File: config.mk
export PLATFORM = sky130hd
export DESIGN_NAME = keyboard_scancode_translator_core_flat
export DESIGN_NICKNAME = d
export VERILOG_FILES = /design/src/sv/kst_pkg.sv /design/src/sv/kst_stream_if.sv /design/src/sv/kst_cmd_queue.sv /design/src/sv/kst_out_fifo.sv /design/src/sv/keyboard_scancode_translator_core.sv /design/src/flat_wrapper.sv
export SDC_FILE = /design/constraint.sdc
export NUM_CORES = 1
export LEC_CHECK = 0
export BUFFER_PORTS_ARGS = -buffer_cell sky130_fd_sc_hd__buf_2
export CAP_MARGIN = 20
export CELL_PAD_IN_SITES_DETAIL_PLACEMENT = 1
export CELL_PAD_IN_SITES_GLOBAL_PLACEMENT = 1
export CORE_MARGIN = 5
export CORE_UTILIZATION = 54
export CTS_CLUSTER_DIAMETER = 30
export DETAILED_ROUTE_END_ITERATION = 16
export PLACE_DENSITY = 0.85
export SYNTH_ARGS = -nofsm -noshare
export SYNTH_HDL_FRONTEND = slang
export SYNTH_SLANG_ARGS = --single-unit
File: constraint.sdc
create_clock -name clk_i -period 9.6 [get_ports clk_i]
set_input_delay 1.44 -clock clk_i [delete_from_list [all_inputs] [get_ports clk_i]]
set_output_delay 1.44 -clock clk_i [all_outputs]
set_load 0.03 [all_outputs]
File: src/sv/kst_pkg.sv
package kst_pkg;

  // input op codes
  localparam logic [1:0] OP_SCAN  = 2'd0;
  localparam logic [1:0] OP_IDLE  = 2'd1;
  localparam logic [1:0] OP_START = 2'd2;

  // result kinds
  localparam logic [1:0] KIND_SEND   = 2'd0;
  localparam logic [1:0] KIND_CHAR   = 2'd1;
  localparam logic [1:0] KIND_ACTION = 2'd2;

  // window action codes
  localparam logic [1:0] ACT_TAB    = 2'd0;
  localparam logic [1:0] ACT_BREAK  = 2'd1;
  localparam logic [1:0] ACT_NEWCON = 2'd2;
  localparam logic [1:0] ACT_RAISE  = 2'd3;

  // scan codes and keyboard bytes
  localparam logic [7:0] SC_TAB         = 8'h0f;
  localparam logic [7:0] SC_F1          = 8'h3b;
  localparam logic [7:0] SC_F2          = 8'h3c;
  localparam logic [7:0] SC_F11         = 8'h57;
  localparam logic [7:0] SC_LSHIFT_MAKE = 8'h2a;
  localparam logic [7:0] SC_RSHIFT_MAKE = 8'h36;
  localparam logic [7:0] SC_LSHIFT_BRK  = 8'haa;
  localparam logic [7:0] SC_RSHIFT_BRK  = 8'hb6;
  localparam logic [7:0] SC_CAPS        = 8'h3a;
  localparam logic [7:0] SC_NUM         = 8'h45;
  localparam logic [7:0] SC_SCROLL      = 8'h46;
  localparam logic [7:0] SC_ACK         = 8'hfa;
  localparam logic [7:0] SC_RESEND      = 8'hfe;
  localparam logic [7:0] LED_CMD        = 8'hed;
  localparam logic [7:0] CASE_FLIP      = 8'h20;

  // lock bit positions
  localparam int unsigned LOCK_CAPS   = 2;
  localparam int unsigned LOCK_NUM    = 1;
  localparam int unsigned LOCK_SCROLL = 0;

  typedef struct packed {
    logic [1:0] op;
    logic [7:0] scancode;
  } in_item_t;

  typedef struct packed {
    logic [1:0] kind;
    logic [7:0] value;
    logic       last;
  } out_item_t;

  typedef struct packed {
    logic [2:0] initial_leds;
  } cfg_item_t;

  // one queue record: LED_CMD, then the lock bits if has_lock
  typedef struct packed {
    logic       has_lock;
    logic [2:0] lock;
  } q_rec_t;

  typedef struct packed {
    logic       clear;
    logic       pop;
    logic       push;
    logic [2:0] lock;
  } q_cmd_t;

  typedef struct packed {
    logic       nonempty;
    logic [7:0] head_byte;
  } q_stat_t;

  localparam logic [7:0] TBL_PLAIN [128] = '{
    8'h00, 8'h00, 8'h31, 8'h32, 8'h33, 8'h34, 8'h35, 8'h36,
    8'h37, 8'h38, 8'h39, 8'h30, 8'h2d, 8'h5e, 8'h08, 8'h00,
    8'h51, 8'h57, 8'h45, 8'h52, 8'h54, 8'h59, 8'h55, 8'h49,
    8'h4f, 8'h50, 8'h40, 8'h5b, 8'h0a, 8'h00, 8'h41, 8'h53,
    8'h44, 8'h46, 8'h47, 8'h48, 8'h4a, 8'h4b, 8'h4c, 8'h3b,
    8'h3a, 8'h00, 8'h00, 8'h5d, 8'h5a, 8'h58, 8'h43, 8'h56,
    8'h42, 8'h4e, 8'h4d, 8'h2c, 8'h2e, 8'h2f, 8'h00, 8'h2a,
    8'h00, 8'h20, 8'h00, 8'h00, 8'h00, 8'h00, 8'h00, 8'h00,
    8'h00, 8'h00, 8'h00, 8'h00, 8'h00, 8'h00, 8'h00, 8'h37,
    8'h38, 8'h39, 8'h2d, 8'h34, 8'h35, 8'h36, 8'h2b, 8'h31,
    8'h32, 8'h33, 8'h30, 8'h2e, 8'h00, 8'h00, 8'h00, 8'h00,
    8'h00, 8'h00, 8'h00, 8'h00, 8'h00, 8'h00, 8'h00, 8'h00,
    8'h00, 8'h00, 8'h00, 8'h00, 8'h00, 8'h00, 8'h00, 8'h00,
    8'h00, 8'h00, 8'h00, 8'h00, 8'h00, 8'h00, 8'h00, 8'h00,
    8'h00, 8'h00, 8'h00, 8'h5c, 8'h00, 8'h00, 8'h00, 8'h00,
    8'h00, 8'h00, 8'h00, 8'h00, 8'h00, 8'h5c, 8'h00, 8'h00
  };

  localparam logic [7:0] TBL_SHIFT [128] = '{
    8'h00, 8'h00, 8'h21, 8'h22, 8'h23, 8'h24, 8'h25, 8'h26,
    8'h27, 8'h28, 8'h29, 8'h7e, 8'h3d, 8'h7e, 8'h08, 8'h00,
    8'h51, 8'h57, 8'h45, 8'h52, 8'h54, 8'h59, 8'h55, 8'h49,
    8'h4f, 8'h50, 8'h60, 8'h7b, 8'h0a, 8'h00, 8'h41, 8'h53,
    8'h44, 8'h46, 8'h47, 8'h48, 8'h4a, 8'h4b, 8'h4c, 8'h2b,
    8'h2a, 8'h00, 8'h00, 8'h7d, 8'h5a, 8'h58, 8'h43, 8'h56,
    8'h42, 8'h4e, 8'h4d, 8'h3c, 8'h3e, 8'h3f, 8'h00, 8'h2a,
    8'h00, 8'h20, 8'h00, 8'h00, 8'h00, 8'h00, 8'h00, 8'h00,
    8'h00, 8'h00, 8'h00, 8'h00, 8'h00, 8'h00, 8'h00, 8'h37,
    8'h38, 8'h39, 8'h2d, 8'h34, 8'h35, 8'h36, 8'h2b, 8'h31,
    8'h32, 8'h33, 8'h30, 8'h2e, 8'h00, 8'h00, 8'h00, 8'h00,
    8'h00, 8'h00, 8'h00, 8'h00, 8'h00, 8'h00, 8'h00, 8'h00,
    8'h00, 8'h00, 8'h00, 8'h00, 8'h00, 8'h00, 8'h00, 8'h00,
    8'h00, 8'h00, 8'h00, 8'h00, 8'h00, 8'h00, 8'h00, 8'h00,
    8'h00, 8'h00, 8'h00, 8'h5f, 8'h00, 8'h00, 8'h00, 8'h00,
    8'h00, 8'h00, 8'h00, 8'h00, 8'h00, 8'h7c, 8'h00, 8'h00
  };

endpackage

File: src/sv/kst_stream_if.sv
interface kst_stream_if #(
  parameter type payload_t = logic
) ();
  logic     valid;
  logic     ready;
  payload_t payload;

  modport source (output valid, output payload, input ready);
  modport sink (input valid, input payload, output ready);
endinterface

File: src/sv/kst_cmd_queue.sv
// Keyboard command queue. Bytes are held as records in a registered-read
// memory; the head record is prefetched every cycle with write forwarding.
module kst_cmd_queue import kst_pkg::*; #(
  parameter int QUEUE_DEPTH = 32
) (
  input  logic    clk_i,
  input  logic    rst_ni,
  input  q_cmd_t  cmd_i,
  output q_stat_t stat_o
);

  localparam int AW = (QUEUE_DEPTH > 1) ? $clog2(QUEUE_DEPTH) : 1;
  localparam int CW = $clog2(QUEUE_DEPTH + 1);
  localparam logic [AW-1:0] LAST_ADDR = AW'(QUEUE_DEPTH - 1);
  localparam logic [CW-1:0] FULL_CNT  = CW'(QUEUE_DEPTH);
  localparam logic [CW-1:0] PAIR_MAX  = CW'(QUEUE_DEPTH - 2);

  q_rec_t        mem_q [QUEUE_DEPTH];
  q_rec_t        rd_q;
  q_rec_t        wrec_q;
  logic          fwd_q;

  logic [AW-1:0] head_q, head_d, tail_q, tail_d, head_base, tail_base;
  logic [CW-1:0] bytes_q, bytes_d, bytes_base;
  logic          half_q, half_d;
  q_rec_t        head_rec, wrec;
  logic          we;

  assign head_rec = fwd_q ? wrec_q : rd_q;

  assign stat_o.nonempty  = bytes_q != '0;
  assign stat_o.head_byte = half_q ? {5'b0, head_rec.lock} : LED_CMD;

  always_comb begin
    head_base  = head_q;
    tail_base  = tail_q;
    bytes_base = bytes_q;
    half_d     = half_q;
    if (cmd_i.clear) begin
      head_base  = '0;
      tail_base  = '0;
      bytes_base = '0;
      half_d     = 1'b0;
    end else if (cmd_i.pop) begin
      bytes_base = bytes_q - CW'(1);
      // the record is done once its last byte leaves
      if (half_q || !head_rec.has_lock) begin
        head_base = (head_q == LAST_ADDR) ? '0 : head_q + AW'(1);
        half_d    = 1'b0;
      end else begin
        half_d = 1'b1;
      end
    end
    head_d = head_base;

    // bytes that do not fit are dropped
    we            = cmd_i.push && (bytes_base < FULL_CNT);
    wrec.has_lock = bytes_base <= PAIR_MAX;
    wrec.lock     = cmd_i.lock;
    tail_d        = tail_base;
    bytes_d       = bytes_base;
    if (we) begin
      tail_d  = (tail_base == LAST_ADDR) ? '0 : tail_base + AW'(1);
      bytes_d = bytes_base + (wrec.has_lock ? CW'(2) : CW'(1));
    end
  end

  always_ff @(posedge clk_i or negedge rst_ni) begin
    if (!rst_ni) begin
      head_q  <= '0;
      tail_q  <= '0;
      bytes_q <= '0;
      half_q  <= 1'b0;
      fwd_q   <= 1'b0;
    end else begin
      head_q  <= head_d;
      tail_q  <= tail_d;
      bytes_q <= bytes_d;
      half_q  <= half_d;
      fwd_q   <= we && (tail_base == head_d);
    end
  end

  always_ff @(posedge clk_i) begin
    if (we) begin
      mem_q[tail_base] <= wrec;
    end
    rd_q   <= mem_q[head_d];
    wrec_q <= wrec;
  end

  a_count_bound: assert property (@(posedge clk_i) disable iff (!rst_ni)
    bytes_q <= FULL_CNT)
    else $error("queue byte count above depth");

  a_pop_nonempty: assert property (@(posedge clk_i) disable iff (!rst_ni)
    cmd_i.pop |-> bytes_q != '0)
    else $error("pop from empty queue");

  a_clear_loads_pair: assert property (@(posedge clk_i) disable iff (!rst_ni)
    cmd_i.clear && cmd_i.push |=> bytes_q == CW'(2) && !half_q)
    else $error("start did not leave one LED pair");

endmodule

File: src/sv/kst_out_fifo.sv
// Four-entry result buffer; takes up to two results a cycle while two entries are free, gives one when ready_i is high.
module kst_out_fifo import kst_pkg::*; (
  input  logic      clk_i,
  input  logic      rst_ni,
  input  logic [1:0] wr_cnt_i,
  input  out_item_t wr0_i,
  input  out_item_t wr1_i,
  output logic      space_o,
  output logic      valid_o,
  output out_item_t data_o,
  input  logic      ready_i
);

  localparam int DEPTH = 4;
  localparam int PW    = $clog2(DEPTH);
  localparam int CW    = $clog2(DEPTH + 1);

  out_item_t     buf_q [DEPTH];
  logic [PW-1:0] wr_ptr_q, rd_ptr_q;
  logic [CW-1:0] count_q;
  logic          rd_fire;

  assign valid_o = count_q != '0;
  assign data_o  = buf_q[rd_ptr_q];
  assign space_o = count_q <= CW'(DEPTH - 2);
  assign rd_fire = valid_o && ready_i;

  always_ff @(posedge clk_i or negedge rst_ni) begin
    if (!rst_ni) begin
      wr_ptr_q <= '0;
      rd_ptr_q <= '0;
      count_q  <= '0;
    end else begin
      wr_ptr_q <= wr_ptr_q + PW'(wr_cnt_i);
      rd_ptr_q <= rd_ptr_q + PW'(rd_fire);
      count_q  <= count_q + CW'(wr_cnt_i) - CW'(rd_fire);
    end
  end

  always_ff @(posedge clk_i) begin
    if (wr_cnt_i != 2'd0) begin
      buf_q[wr_ptr_q] <= wr0_i;
    end
    if (wr_cnt_i == 2'd2) begin
      buf_q[wr_ptr_q + PW'(1)] <= wr1_i;
    end
  end

  a_count_bound: assert property (@(posedge clk_i) disable iff (!rst_ni)
    count_q <= CW'(DEPTH))
    else $error("result buffer overflow");

  a_write_has_room: assert property (@(posedge clk_i) disable iff (!rst_ni)
    wr_cnt_i != 2'd0 |-> count_q <= CW'(DEPTH - 2))
    else $error("results written without room");

  a_count_tracks: assert property (@(posedge clk_i) disable iff (!rst_ni)
    wr_cnt_i == 2'd0 && !rd_fire |=> $stable(count_q))
    else $error("count moved without a transfer");

endmodule

File: src/sv/keyboard_scancode_translator_core.sv
// Channel | Dir | Payload                         | Transfer
// cfg_i   | in  | initial_leds[2:0]               | valid & ready (ready always high)
// in_i    | in  | op[1:0], scancode[7:0]          | valid & ready
// out_o   | out | kind[1:0], value[7:0], last     | valid & ready
//
// One item is taken per cycle while ready is high; its results (zero to two) land in a
// four-entry result buffer the same edge and leave one per cycle while out_o is ready,
// so ready drops only when fewer than two slots are free. A steady stream of items
// giving two results cannot be taken one per cycle. The command queue head is prefetched
// from a registered-read memory, with a write forward, so the send pass need not wait on
// the read. Reset clears all control state at once; the queue memory needs no clearing pass.
module keyboard_scancode_translator_core import kst_pkg::*; #(
  parameter int QUEUE_DEPTH = 32
) (
  input  logic          clk_i,
  input  logic          rst_ni,
  kst_stream_if.sink    cfg_i,
  kst_stream_if.sink    in_i,
  kst_stream_if.source  out_o
);

  // configuration: loaded into the lock bits by a start sequence
  logic [2:0] init_leds_q;
  cfg_item_t  cfg_item;

  assign cfg_i.ready = 1'b1;
  assign cfg_item    = cfg_i.payload;

  always_ff @(posedge clk_i or negedge rst_ni) begin
    if (!rst_ni) begin
      init_leds_q <= '0;
    end else if (cfg_i.valid) begin
      init_leds_q <= cfg_item.initial_leds;
    end
  end

  // translator state: shift keys, lock bits, byte waiting for acknowledge
  logic [1:0] shift_q, shift_d;
  logic [2:0] lock_q, lock_d;
  logic       pv_q, pv_d;
  logic [7:0] pb_q, pb_d;

  in_item_t   in_item;
  logic       in_fire, space;
  logic       is_start, is_scan;
  logic       send, pv_mid, sh_held, caps, letter;
  logic [7:0] pb_mid, sc, ch_raw, ch;
  logic       act_vld;
  logic [1:0] act_code;
  logic       sec_vld;
  out_item_t  sec, res0, res1;
  logic [1:0] wr_cnt;
  q_cmd_t     q_cmd;
  q_stat_t    q_stat;

  assign in_item    = in_i.payload;
  assign in_i.ready = space;
  assign in_fire    = in_i.valid && space;
  assign sc         = in_item.scancode;
  assign is_start   = in_item.op == OP_START;
  assign is_scan    = in_item.op == OP_SCAN;

  // send pass: oldest queued byte goes out when nothing awaits acknowledge and the item is not a start
  assign send   = !is_start && q_stat.nonempty && !pv_q;
  assign pv_mid = pv_q || send;
  assign pb_mid = send ? q_stat.head_byte : pb_q;

  // character lookup; caps lock flips letter case, shift flips it back
  assign sh_held = shift_q != 2'b00;
  assign caps    = lock_q[LOCK_CAPS];
  assign ch_raw  = sc[7] ? 8'h00 : (sh_held ? TBL_SHIFT[sc[6:0]] : TBL_PLAIN[sc[6:0]]);
  assign letter  = ch_raw inside {[8'h41:8'h5a]};
  assign ch      = (letter && (caps == sh_held)) ? ch_raw + CASE_FLIP : ch_raw;

  always_comb begin
    act_vld  = 1'b1;
    act_code = ACT_TAB;
    if (sc == SC_TAB) begin
      act_code = ACT_TAB;
    end else if (sc == SC_F1 && sh_held) begin
      act_code = ACT_BREAK;
    end else if (sc == SC_F2 && sh_held) begin
      act_code = ACT_NEWCON;
    end else if (sc == SC_F11) begin
      act_code = ACT_RAISE;
    end else begin
      act_vld = 1'b0;
    end
  end

  // second result: character, window action or resend are mutually exclusive
  always_comb begin
    sec_vld   = 1'b0;
    sec.kind  = KIND_CHAR;
    sec.value = ch;
    sec.last  = 1'b1;
    if (is_scan) begin
      if (ch != 8'h00) begin
        sec_vld = 1'b1;
      end else if (act_vld) begin
        sec_vld   = 1'b1;
        sec.kind  = KIND_ACTION;
        sec.value = {6'b0, act_code};
      end else if (sc == SC_RESEND && pv_mid) begin
        sec_vld   = 1'b1;
        sec.kind  = KIND_SEND;
        sec.value = pb_mid;
      end
    end
  end

  always_comb begin
    res1 = sec;
    if (send) begin
      res0.kind  = KIND_SEND;
      res0.value = pb_mid;
      res0.last  = !sec_vld;
    end else begin
      res0 = sec;
    end
    wr_cnt = in_fire ? ({1'b0, send} + {1'b0, sec_vld}) : 2'd0;
  end

  // state update and queue commands
  always_comb begin
    shift_d     = shift_q;
    lock_d      = lock_q;
    pv_d        = pv_q;
    pb_d        = pb_q;
    q_cmd.clear = 1'b0;
    q_cmd.pop   = 1'b0;
    q_cmd.push  = 1'b0;
    if (in_fire) begin
      if (is_start) begin
        shift_d     = 2'b00;
        lock_d      = init_leds_q;
        pv_d        = 1'b0;
        pb_d        = 8'h00;
        q_cmd.clear = 1'b1;
        q_cmd.push  = 1'b1;
      end else begin
        pv_d      = pv_mid;
        pb_d      = pb_mid;
        q_cmd.pop = send;
        if (is_scan) begin
          case (sc)
            SC_LSHIFT_MAKE: shift_d = shift_q | 2'b01;
            SC_RSHIFT_MAKE: shift_d = shift_q | 2'b10;
            SC_LSHIFT_BRK:  shift_d = shift_q & 2'b10;
            SC_RSHIFT_BRK:  shift_d = shift_q & 2'b01;
            SC_CAPS: begin
              lock_d     = lock_q ^ (3'b1 << LOCK_CAPS);
              q_cmd.push = 1'b1;
            end
            SC_NUM: begin
              lock_d     = lock_q ^ (3'b1 << LOCK_NUM);
              q_cmd.push = 1'b1;
            end
            SC_SCROLL: begin
              lock_d     = lock_q ^ (3'b1 << LOCK_SCROLL);
              q_cmd.push = 1'b1;
            end
            SC_ACK:  pv_d = 1'b0;
            default: ;
          endcase
        end
      end
    end
    q_cmd.lock = lock_d;
  end

  always_ff @(posedge clk_i or negedge rst_ni) begin
    if (!rst_ni) begin
      shift_q <= '0;
      lock_q  <= '0;
      pv_q    <= 1'b0;
      pb_q    <= '0;
    end else begin
      shift_q <= shift_d;
      lock_q  <= lock_d;
      pv_q    <= pv_d;
      pb_q    <= pb_d;
    end
  end

  kst_cmd_queue #(
    .QUEUE_DEPTH (QUEUE_DEPTH)
  ) u_cmd_queue (
    .clk_i  (clk_i),
    .rst_ni (rst_ni),
    .cmd_i  (q_cmd),
    .stat_o (q_stat)
  );

  out_item_t out_data;
  logic      out_valid;

  kst_out_fifo u_out_fifo (
    .clk_i    (clk_i),
    .rst_ni   (rst_ni),
    .wr_cnt_i (wr_cnt),
    .wr0_i    (res0),
    .wr1_i    (res1),
    .space_o  (space),
    .valid_o  (out_valid),
    .data_o   (out_data),
    .ready_i  (out_o.ready)
  );

  assign out_o.valid   = out_valid;
  assign out_o.payload = out_data;

  // an acknowledge in the same transfer clears the byte just sent
  a_send_sets_pending: assert property (@(posedge clk_i) disable iff (!rst_ni)
    in_fire && send && !(is_scan && sc == SC_ACK) |=> pv_q)
    else $error("sent byte not marked pending");

  a_start_clears: assert property (@(posedge clk_i) disable iff (!rst_ni)
    in_fire && is_start |-> wr_cnt == 2'd0 ##1 (shift_q == 2'b00 && !pv_q))
    else $error("start sequence left state behind");

  a_ack_clears: assert property (@(posedge clk_i) disable iff (!rst_ni)
    in_fire && is_scan && sc == SC_ACK |=> !pv_q)
    else $error("acknowledge did not clear pending byte");

endmodule

File: src/flat_wrapper.sv
// flat-port wrapper written by rule: the top's interface ports become plain ports
module keyboard_scancode_translator_core_flat import kst_pkg::*;
#(
  parameter int QUEUE_DEPTH = 32
)
  (clk_i, rst_ni, cfg_i_valid, cfg_i_payload, cfg_i_ready, in_i_valid, in_i_payload, in_i_ready, out_o_valid, out_o_payload, out_o_ready);
  kst_stream_if #(.payload_t(cfg_item_t)) cfg_i_i ();
  kst_stream_if #(.payload_t(in_item_t)) in_i_i ();
  kst_stream_if #(.payload_t(out_item_t)) out_o_i ();
  input  logic clk_i;
  input  logic rst_ni;
  input wire logic [$bits(cfg_i_i.valid)-1:0] cfg_i_valid;
  input wire logic [$bits(cfg_i_i.payload)-1:0] cfg_i_payload;
  output wire logic [$bits(cfg_i_i.ready)-1:0] cfg_i_ready;
  input wire logic [$bits(in_i_i.valid)-1:0] in_i_valid;
  input wire logic [$bits(in_i_i.payload)-1:0] in_i_payload;
  output wire logic [$bits(in_i_i.ready)-1:0] in_i_ready;
  output wire logic [$bits(out_o_i.valid)-1:0] out_o_valid;
  output wire logic [$bits(out_o_i.payload)-1:0] out_o_payload;
  input wire logic [$bits(out_o_i.ready)-1:0] out_o_ready;
  assign cfg_i_i.valid = cfg_i_valid;
  assign cfg_i_i.payload = cfg_i_payload;
  assign cfg_i_ready = cfg_i_i.ready;
  assign in_i_i.valid = in_i_valid;
  assign in_i_i.payload = in_i_payload;
  assign in_i_ready = in_i_i.ready;
  assign out_o_valid = out_o_i.valid;
  assign out_o_payload = out_o_i.payload;
  assign out_o_i.ready = out_o_ready;
  keyboard_scancode_translator_core #(.QUEUE_DEPTH(QUEUE_DEPTH)) u_core (.clk_i(clk_i), .rst_ni(rst_ni), .cfg_i(cfg_i_i), .in_i(in_i_i), .out_o(out_o_i));
endmodule
==> flow_results.org <==
** Worst hold path
- Type of the worst min-delay path :: reg2reg
- Cell count of the worst hold path :: 1

** Worst setup path
- For the worst setup path, the data arrival time is 6810 ps.
- Worst Path Class, Setup :: in2reg
- Data on the critical path is required at its endpoint by 9750 ps.
- STA classifies the critical path startpoint as an input port.
- Max stage delay on crit path :: 510 ps
- Category of the worst setup path capture point :: flip-flop
- The worst register-to-register path has a depth of 15.
- Along the worst path, the maximum fanout reaches 50.
- Master of the slowest instance on the critical path :: nor2_1
- CP Cell Sequence :: buf_2 > buf_4 > clkinv_1 > ha_1 > nor2b_1 > nor4_1 > a32oi_1 > o211a_1 > nor2_1 > ha_1 > or3_1 > and2_4 > o21ai_0 > a311oi_1 > ha_1 > nand2_1 > nor2_1 > nand2_1 > nand2_1

** Die
- The region available for standard cell placement spans 21000 um^2.
- Number of top-level design ports :: 32
- The floorplan step defined a die boundary enclosing 24300 um^2.
- Starting utilization of the core area :: 54.7%
- In this run the core area contains 53 standard-cell rows.
- Die Span X :: 156 um
- Die height :: 156 um

** Place
- Routability-driven placement congestion ratio :: 1.02
- Detailed placement ended at an HPWL of 21.9 mm.
- The placed instances occupy a cell area of 11800 um^2.
- Timing analysis after detailed placement gives a worst setup slack of 2660 ps.
- During placement, the flow inserted port buffers numbering 30.

** Logic synthesis
- The number of nets handed over by synthesis was 1119.
- Yosys printed 0 warnings.
- Synth Register Bits :: 222
- Cell area after synthesis :: 11500 um^2
- Yosys top cell by area :: edfxtp_1
- Each instance of the synthesized netlist takes up on average 10.8 um^2.
- The number of different library cells used by synthesis comes to 79.
- Proportion of synthesized chip area in sequential cells :: 55.1%
- Share of Yosys cell area claimed by the top area cell type :: 43.8%
- Commonest register cell after synthesis :: edfxtp_1
- By area the synthesized netlist is led by edfxtp_1 (44%), dfrtp_1 (9.1%), nand2_1 (5.1%).
- Instance count of the mapped netlist :: 1069
- Proportion of register bits with asynchronous set or reset after synthesis :: 18.9%
- Post-synth EDFFs :: 168

** Timing
- Crit share post-route :: 69.4%
- Subtracting the final worst setup slack from the clock period gives 6660 ps.
- Slew HR :: 28.0%
- Setup repair after global routing left no endpoint under its margin.
- Maximum clock rate :: 150 MHz
- Total count of hold-check failures in the final report :: 0
- In the post-route analysis, the smallest setup slack over all paths is 2940 ps.
- Clock tree skew after final layout :: 16.0 ps
- Transition at the pin with the smallest max-transition slack :: 1080 ps
- Setup total negative slack on the finished layout was measured at 0 ps.
- Setup violators final :: 0
- The number of pins with negative max-slew slack in the final report came to 0.

** Clock tree
- For the worst-skew pair, the clock arrives at the later sink with an insertion delay of 530 ps.
- CTS clk-pin slew, worst paths :: 50 ps
- Post-CTS setup repair buffer count :: 0
- TritonCTS built the clock tree.
- In this run the clock root is driven by a clkbuf_16.
- After clock tree synthesis, the flow added hold-fix buffers numbering 0.
- TritonCTS created 41 clock buffers.
- The tree built by TritonCTS fans out to 222 sinks.
- H-tree depth reported by CTS :: 2
- Max Buffers Root-to-Sink :: 3
- Post-CTS Resized :: 0

** Global route
- Routing usage on met2 :: 51.6%
- Residual overflow from global routing :: 0
- After global routing, the most crowded layer is met2.
- GR Layer Usage met1 :: 35.3%
- Global routing consumed, over all layers together, 29.3% of the routing resources.
- Global-route wire length before repair :: 55.4 mm
- Entering global routing, the biggest net connects 66 pins.
- The number of global-route vias before repair came to 9788.
- Global routing consumed, on the met3 layer, 4.60% of the routing resources.
- Initial antenna violation count :: 0

** Finish
- Number of antenna repair diodes :: 0
- The post-route netlist has 14.1% of its cells at a drive strength greater than 1.
- After routing the design area is 13300 um^2.
- Leaving out fill and tap cells, the most frequent cell in the layout is edfxtp_1.
- The top cell types in the final layout, fill and taps aside, are edfxtp_1 (168), nand2_1 (156), nor2_1 (102).
- At the end of the flow the core is filled with cells to 63.1%.
- Total number of nets in the final design :: 1143
- Area added between synthesis and finish :: 15.2%

** Drt
- Via count normalized by instance count :: 6.55
- In this run the remaining antenna-violating nets after routing total 0.
- Wire length per cell :: 25.3 um
- Wires add up to 35.4 mm.
- Across all layers, the routed design uses 9167 vias.
- The detailed router finished its first iteration with 790 violations.
- In the routed design, unresolved DRC markers number 0.
- The pre-antenna-repair detailed-routing pass consisted of 5 iterations.

** Pwr
- Power per Cell Area :: 272 nW/um^2
- Maximum vdd ir drop :: 201 uV
- Total power :: 3610 uW
- Leakage :: 0.00482 uW

** Flow run
- The tool flagged a number of max-cap violations equal to 0.

** Status
- The flow ran to the end, and the final reports show no timing, DRC or antenna violations.
[area by class of cell]
type / instances / area, um^2
Clock buffer: 47 / 1070
Clock inverter: 28 / 317
Fill cell: 2136 / 7770
Inverter: 30 / 113
Multi-Input combinational cell: 756 / 4820
Sequential cell: 222 / 6340
Tap cell: 275 / 344
Timing Repair Buffer: 42 / 256
[cells by family after synthesis]
| family | share of synthesized area, % |
|---|---|
| AOI/OAI and AO/OA | 12.9 |
| DFF | 55.1 |
| adders and majority gates | 3.61 |
| and+or+nand+nor | 18.5 |
| muxes | 5.24 |
| other | 0.0326 |
| xor gates and xnor gates | 1.29 |
| buffers and inverters | 3.38 |
[registers in the layout, indices dropped and copies added (netlist names), 2 cells and up]
signal                      cells
u_core.u_cmd_queue.rd_q         4
u_core.u_cmd_queue.head_q       5
u_core.lock_q                   3
u_core.init_leds_q              3
u_core.u_out_fifo.count_q       3
u_core.u_cmd_queue.wrec_q       4
u_core.u_out_fifo.wr_ptr_q      2
u_core.shift_q                  2
u_core.pb_q                     8
u_core.u_out_fifo.buf_q        44
u_core.u_out_fifo.rd_ptr_q      2
u_core.u_cmd_queue.tail_q       5
u_core.u_cmd_queue.bytes_q      6
u_core.u_cmd_queue.mem_q      128
[through the flow]
stage               hold WS [ps]  std cells
finish                       476       1400
detailed placement           469       1324
CTS                          470       1399
global placement             444       1323
global route                 502       1400
floorplan                    431       1069
[worst max-delay path: cells and delay by family]
kind                       cells  cell delay [ps]
and+or+nand+nor                9             2710
adders and majority gates      3              930
buffers and inverters          3              880
AOI/OAI and AO/OA              4              810
[cell usage after synthesis (18+ instances only)]
master / instances
a21oi_1: 36
buf_2: 18
clkbuf_1: 33
dfrtp_1: 42
edfxtp_1: 168
ha_1: 30
inv_1: 27
mux2i_1: 22
nand2_1: 156
nand3_1: 50
nand4_1: 25
nor2_1: 102
nor3_1: 18
o21ai_0: 40
[worst paths after layout]
| check | slack (ps) | to | from |
|---|---|---|---|
| setup / recovery | 2940 | u_core.u_out_fifo.buf_q[3][6] | in_i_payload[2] |
| hold / removal | 480 | u_core.u_out_fifo.buf_q[1][0] | u_core.u_out_fifo.buf_q[1][0] |
| setup reg to reg | 4290 | u_core.u_out_fifo.buf_q[3][6] | u_core.shift_q[1] |
| hold reg to reg | 480 | u_core.u_out_fifo.buf_q[1][0] | u_core.u_out_fifo.buf_q[1][0] |
| max in group asynchronous | 8410 | u_core.u_out_fifo.rd_ptr_q[1] | rst_ni |
| min in group asynchronous | 740 | u_core.init_leds_q[2] | rst_ni |
[power breakdown]
part / switching [uW] / internal, uW / leakage, uW / total, uW
Sequential: 107 / 1220 / 0.00215 / 1330
Combinational: 564 / 271 / 0.00201 / 836
Clock: 505 / 941 / 0.000664 / 1450
[metal layers]
layer  part of all wire (%)  up-vias
met2                     51      456
li1                       -     4020
met4                    4.8        0
met5                      0        -
met1                     38     4562
met3                    6.0      129
Power figures use the tool's default switching activity.
